### src/rtl/scd_pkg.sv
// Shared types and constants for the second-chance block cache directory.
`default_nettype none
package scd_pkg;
    localparam int CAPACITY = 64;
    localparam int SLOT_W = $clog2(CAPACITY);
    localparam int FILL_W = $clog2(CAPACITY + 1);
    localparam int FILE_W = 16;
    localparam int BLOCK_W = 32;
    localparam int OUT_SLOT_W = 6;

    typedef enum logic [1:0] {
        ST_IDLE,
        ST_LOOKUP,
        ST_SWEEP,
        ST_DONE
    } state_t;

    // Command broadcast from the controller to every cell.
    typedef struct packed {
        logic               touch;     // set referenced bit of hit slot
        logic               fill;      // write new key into target slot
        logic               clear_ref; // sweep clears referenced bit of target slot
        logic               wr;        // access is a write
        logic [SLOT_W-1:0]  target;
    } cell_cmd_t;
endpackage
`default_nettype wire

### src/rtl/scd_cell.sv
// One directory slot: key, flags, match and a pass-along hit chain.
`default_nettype none
module scd_cell (
    input  wire logic                     clk,
    input  wire logic                     rst_n,
    input  wire logic [scd_pkg::SLOT_W-1:0] my_index,
    input  wire scd_pkg::cell_cmd_t       cmd,
    input  wire logic [scd_pkg::FILE_W-1:0]  key_file,
    input  wire logic [scd_pkg::BLOCK_W-1:0] key_block,
    input  wire logic                     hit_in,
    input  wire logic [scd_pkg::SLOT_W-1:0] slot_in,
    output logic                          hit_out,
    output logic [scd_pkg::SLOT_W-1:0]    slot_out,
    output logic                          ref_bit,
    output logic                          dirty_bit,
    output logic [scd_pkg::FILE_W-1:0]    file_q,
    output logic [scd_pkg::BLOCK_W-1:0]   block_q
);
    import scd_pkg::*;

    logic valid_reg, ref_reg, dirty_reg;
    logic [FILE_W-1:0]  file_reg;
    logic [BLOCK_W-1:0] block_reg;
    logic sel, match;

    assign sel   = (cmd.target == my_index);
    assign match = valid_reg && (file_reg == key_file) && (block_reg == key_block);

    // Lowest matching slot wins: an earlier hit passes through unchanged.
    assign hit_out  = hit_in | match;
    assign slot_out = hit_in ? slot_in : my_index;

    assign ref_bit   = ref_reg;
    assign dirty_bit = dirty_reg;
    assign file_q    = file_reg;
    assign block_q   = block_reg;

    // Flag state
    always_ff @(posedge clk or negedge rst_n)
    begin
        if (!rst_n)
        begin
            valid_reg <= 1'b0;
            ref_reg   <= 1'b0;
            dirty_reg <= 1'b0;
        end
        else if (sel)
        begin
            if (cmd.fill)
            begin
                valid_reg <= 1'b1;
                ref_reg   <= 1'b1;
                dirty_reg <= cmd.wr;
            end
            else if (cmd.touch)
            begin
                ref_reg <= 1'b1;
                if (cmd.wr)
                    dirty_reg <= 1'b1;
            end
            else if (cmd.clear_ref)
                ref_reg <= 1'b0;
        end
    end

    // Key storage
    always_ff @(posedge clk)
    begin
        if (sel && cmd.fill)
        begin
            file_reg  <= key_file;
            block_reg <= key_block;
        end
    end
endmodule
`default_nettype wire

### config.mk
export PLATFORM = sky130hd
export DESIGN_NAME = scd_cell
export DESIGN_NICKNAME = d
export VERILOG_FILES = /design/src/rtl/scd_pkg.sv /design/src/rtl/scd_cell.sv
export SDC_FILE = /design/constraint.sdc
export NUM_CORES = 1
export LEC_CHECK = 0
export BUFFER_PORTS_ARGS = -buffer_cell sky130_fd_sc_hd__buf_2
export CAP_MARGIN = 0
export CORE_MARGIN = 10
export CORE_UTILIZATION = 45
export CTS_CLUSTER_DIAMETER = 200
export DETAILED_ROUTE_END_ITERATION = 7
export GPL_ROUTABILITY_DRIVEN = 0
export GPL_TIMING_DRIVEN = 0
export PLACE_DENSITY_LB_ADDON = 0.12
export SYNTH_ARGS = -nofsm -noshare
export SYNTH_HDL_FRONTEND = slang
export SYNTH_SLANG_ARGS = --single-unit
export TNS_END_PERCENT = 50
### constraint.sdc
create_clock -name clk -period 3.3 [get_ports clk]
set_clock_uncertainty 0.1 [all_clocks]
set_input_delay 0.66 -clock clk [delete_from_list [all_inputs] [get_ports clk]]
set_output_delay 0.66 -clock clk [all_outputs]
set_load 0.05 [all_outputs]
==> flow_metrics.env <==
export IMPL_relSlewSlack=0.721
export IMPL_synth_top_flop_cell="edfxtp_1"
export IMPL_die_w_um=90.6
export IMPL_ctsResizeCount=0
export IMPL_start_util=0.469
export IMPL_clk_pin_slew_worst_paths_ps=90
export IMPL_setup_viol_count_final=0
export IMPL_mostFrequentLayoutCells="128 x buf_2, 48 x edfxtp_1, 28 x xor2_1"
export IMPL_rsz0062_at_grt="no"
export IMPL_synth_area_um2=2240
export IMPL_rows=25
export IMPL_clkSinkCount=51
export IMPL_synth_edf_count=48
export IMPL_worstSetupPathType="input port to output port"
export IMPL_synth_seq_area_share=0.676
export IMPL_slowest_stage="nor4_1"
export IMPL_wl_mm=5.76
export IMPL_cp_arrival_ps=2150
export IMPL_final_common_cell="buf_2"
export IMPL_hpwlAfterDp_mm=4.91
export IMPL_yosys_warnings=0
export IMPL_fin_setup_tns_ps=0
export IMPL_synth_seq_cells=51
export IMPL_cts_tree="yes"
export IMPL_hold_viol_final=0
export IMPL_hold_slack_ps=40.2
export IMPL_ant_nets=0
export IMPL_post_cts_repair_setup_buffers=0
export IMPL_grt_first_pass_wirelength_mm=9.24
export IMPL_yosysUniqueCellTypes=23
export IMPL_grt_util_all_layers=0.139
export IMPL_cts_hold_buf=0
export IMPL_drtPass1Iterations=3
export IMPL_final_core_utilization=0.642
export IMPL_num_vias=1647
export IMPL_grt_overflow=0
export IMPL_avgSynthCellArea_um2=15.7
export IMPL_grt_max_degree=43
export IMPL_placed_area_um2=2990
export IMPL_io_buffers=128
export IMPL_cts_buffers=5
export IMPL_finalInstanceArea_um2=3070
export IMPL_fin_crit_sh=0.882
export IMPL_nets=352
export IMPL_pwr_density_cell_nw_per_um2=424
export IMPL_cp_slowest_stage_delay_ps=400
export IMPL_critPathLaunchType="input port"
export IMPL_ctsHtreeMaxLevel=2
export IMPL_syn_inst=143
export IMPL_cts_buffer_depth=2
export IMPL_drive_above_1_share=0.511
export IMPL_cp_common_cell="buf_2"
export IMPL_n_antenna_cell=0
export IMPL_wl_per_cell_um=16.6
export IMPL_die_h_um=90.6
export IMPL_hold_class="input port to asynchronous set/reset pin"
export IMPL_report_final_slew_viol_count=0
export IMPL_tightest_slew_ps=408
export IMPL_min_period_ps=2910
export IMPL_drc=0
export IMPL_grt_antenna_before_repair=0
export IMPL_peakVddDrop_mv=0.309
export IMPL_maxCapViolations=0
export IMPL_status="finished clean"
export IMPL_crit_required_ps=2540
export IMPL_drt_iter0_drc=55
export IMPL_leakage_nw=1.30
export IMPL_async_flop_share=0.0588
export IMPL_path_max_fanout=2
export IMPL_grt_pass1_vias=1834
export IMPL_num_io_pins=130
export IMPL_coreArea_um2=4790
export IMPL_max_freq_mhz=344
export IMPL_area_growth_pct=36.8
export IMPL_clkLatencyLatePin_ps=290
export IMPL_crit_chain="buf_2 > xor2_1 > nor4_1 > o2111ai_1 > nor4_2 > a41o_1 > buf_2"
export IMPL_cp_end_kind="output port"
export IMPL_viasPerCell=4.75
export IMPL_largest_reg_flops=32
export IMPL_dieArea_um2=8210
export IMPL_cts_root_buf="clkbuf_8"
export IMPL_syn_nets=216
==> through the flow <==
step	std cells	power, mW	setup slack [ps]
after global routing	347	1.36	253
after floorplan	143	0.889	603
after CTS	347	1.32	377
after detailed placement	339	0.979	380
final	347	1.30	390
after global placement	338	0.976	-84.6
==> cells by family (layout without fill, tap and decap cells) <==
family | count (synthesis) | in the layout | synth area share
muxes | 6 | 6 | 0.0301
AOI/OAI and AO/OA | 11 | 11 | 0.0424
xor gates and xnor gates | 48 | 48 | 0.187
and+or+nand+nor | 19 | 19 | 0.0513
buffers and inverters | 8 | 145 | 0.0134
DFF | 51 | 51 | 0.676
==> report_power, final <==
part	internal, mW	switching [mW]
Clock	0.149	0.190
Sequential	0.728	0.0118
Combinational	0.0833	0.138
Total	0.961	0.341
==> cell type report <==
type	instances	area [um2]
Multi-Input combinational cell	84	698
Tap cell	67	83.8
Buffer	1	3.75
Fill cell	383	1720
Timing Repair Buffer	129	661
Clock inverter	1	5.00
Clock buffer	7	76.3
Inverter	7	26.3
Sequential cell	51	1520
==> layer usage <==
| metal | part of all wire | global-route usage |
|---|---|---|
| met1 | 0.39 | 0.151 |
| met2 | 0.47 | 0.222 |
| met3 | 0.13 | 0.0790 |
| met4 | 0.014 | 0.0464 |
| met5 | 0 | 0 |
==> critical path, delay by kind of cell <==
family | cells | cell delay [ps]
simple gates | 2 | 590
compound gates | 2 | 380
xor+xnor | 1 | 150
buf+inv | 2 | 380
==> synth_stat cells (2+ instances only) <==
cell type,instances,area (um2)
nor3_1,2,10.0
nand4_1,6,37.5
a22o_1,2,17.5
inv_1,7,26.3
mux2_2,6,67.6
dfrtp_1,3,75.1
xor2_1,28,245
xnor2_1,20,175
nand2_1,2,7.51
o2bb2ai_1,2,17.5
edfxtp_1,48,1440
nor4_1,6,37.5
==> final timing paths <==
check                                      start  slack (ps)  cells past startpoint                     to
hold / removal                             rst_n          40                      1  valid_reg$_DFFE_PN0P_
min in group clk           valid_reg$_DFFE_PN0P_         380                      1  valid_reg$_DFFE_PN0P_
hold reg to reg            valid_reg$_DFFE_PN0P_         380                      1  valid_reg$_DFFE_PN0P_
setup reg to reg           dirty_bit$_DFFE_PN0P_        2490                      1  dirty_bit$_DFFE_PN0P_
max in group asynchronous                  rst_n        2950                      1    ref_bit$_DFFE_PN0P_
setup / recovery                     key_file[7]         390                      7                hit_out
No activity file was read; power rests on OpenSTA's default activity.
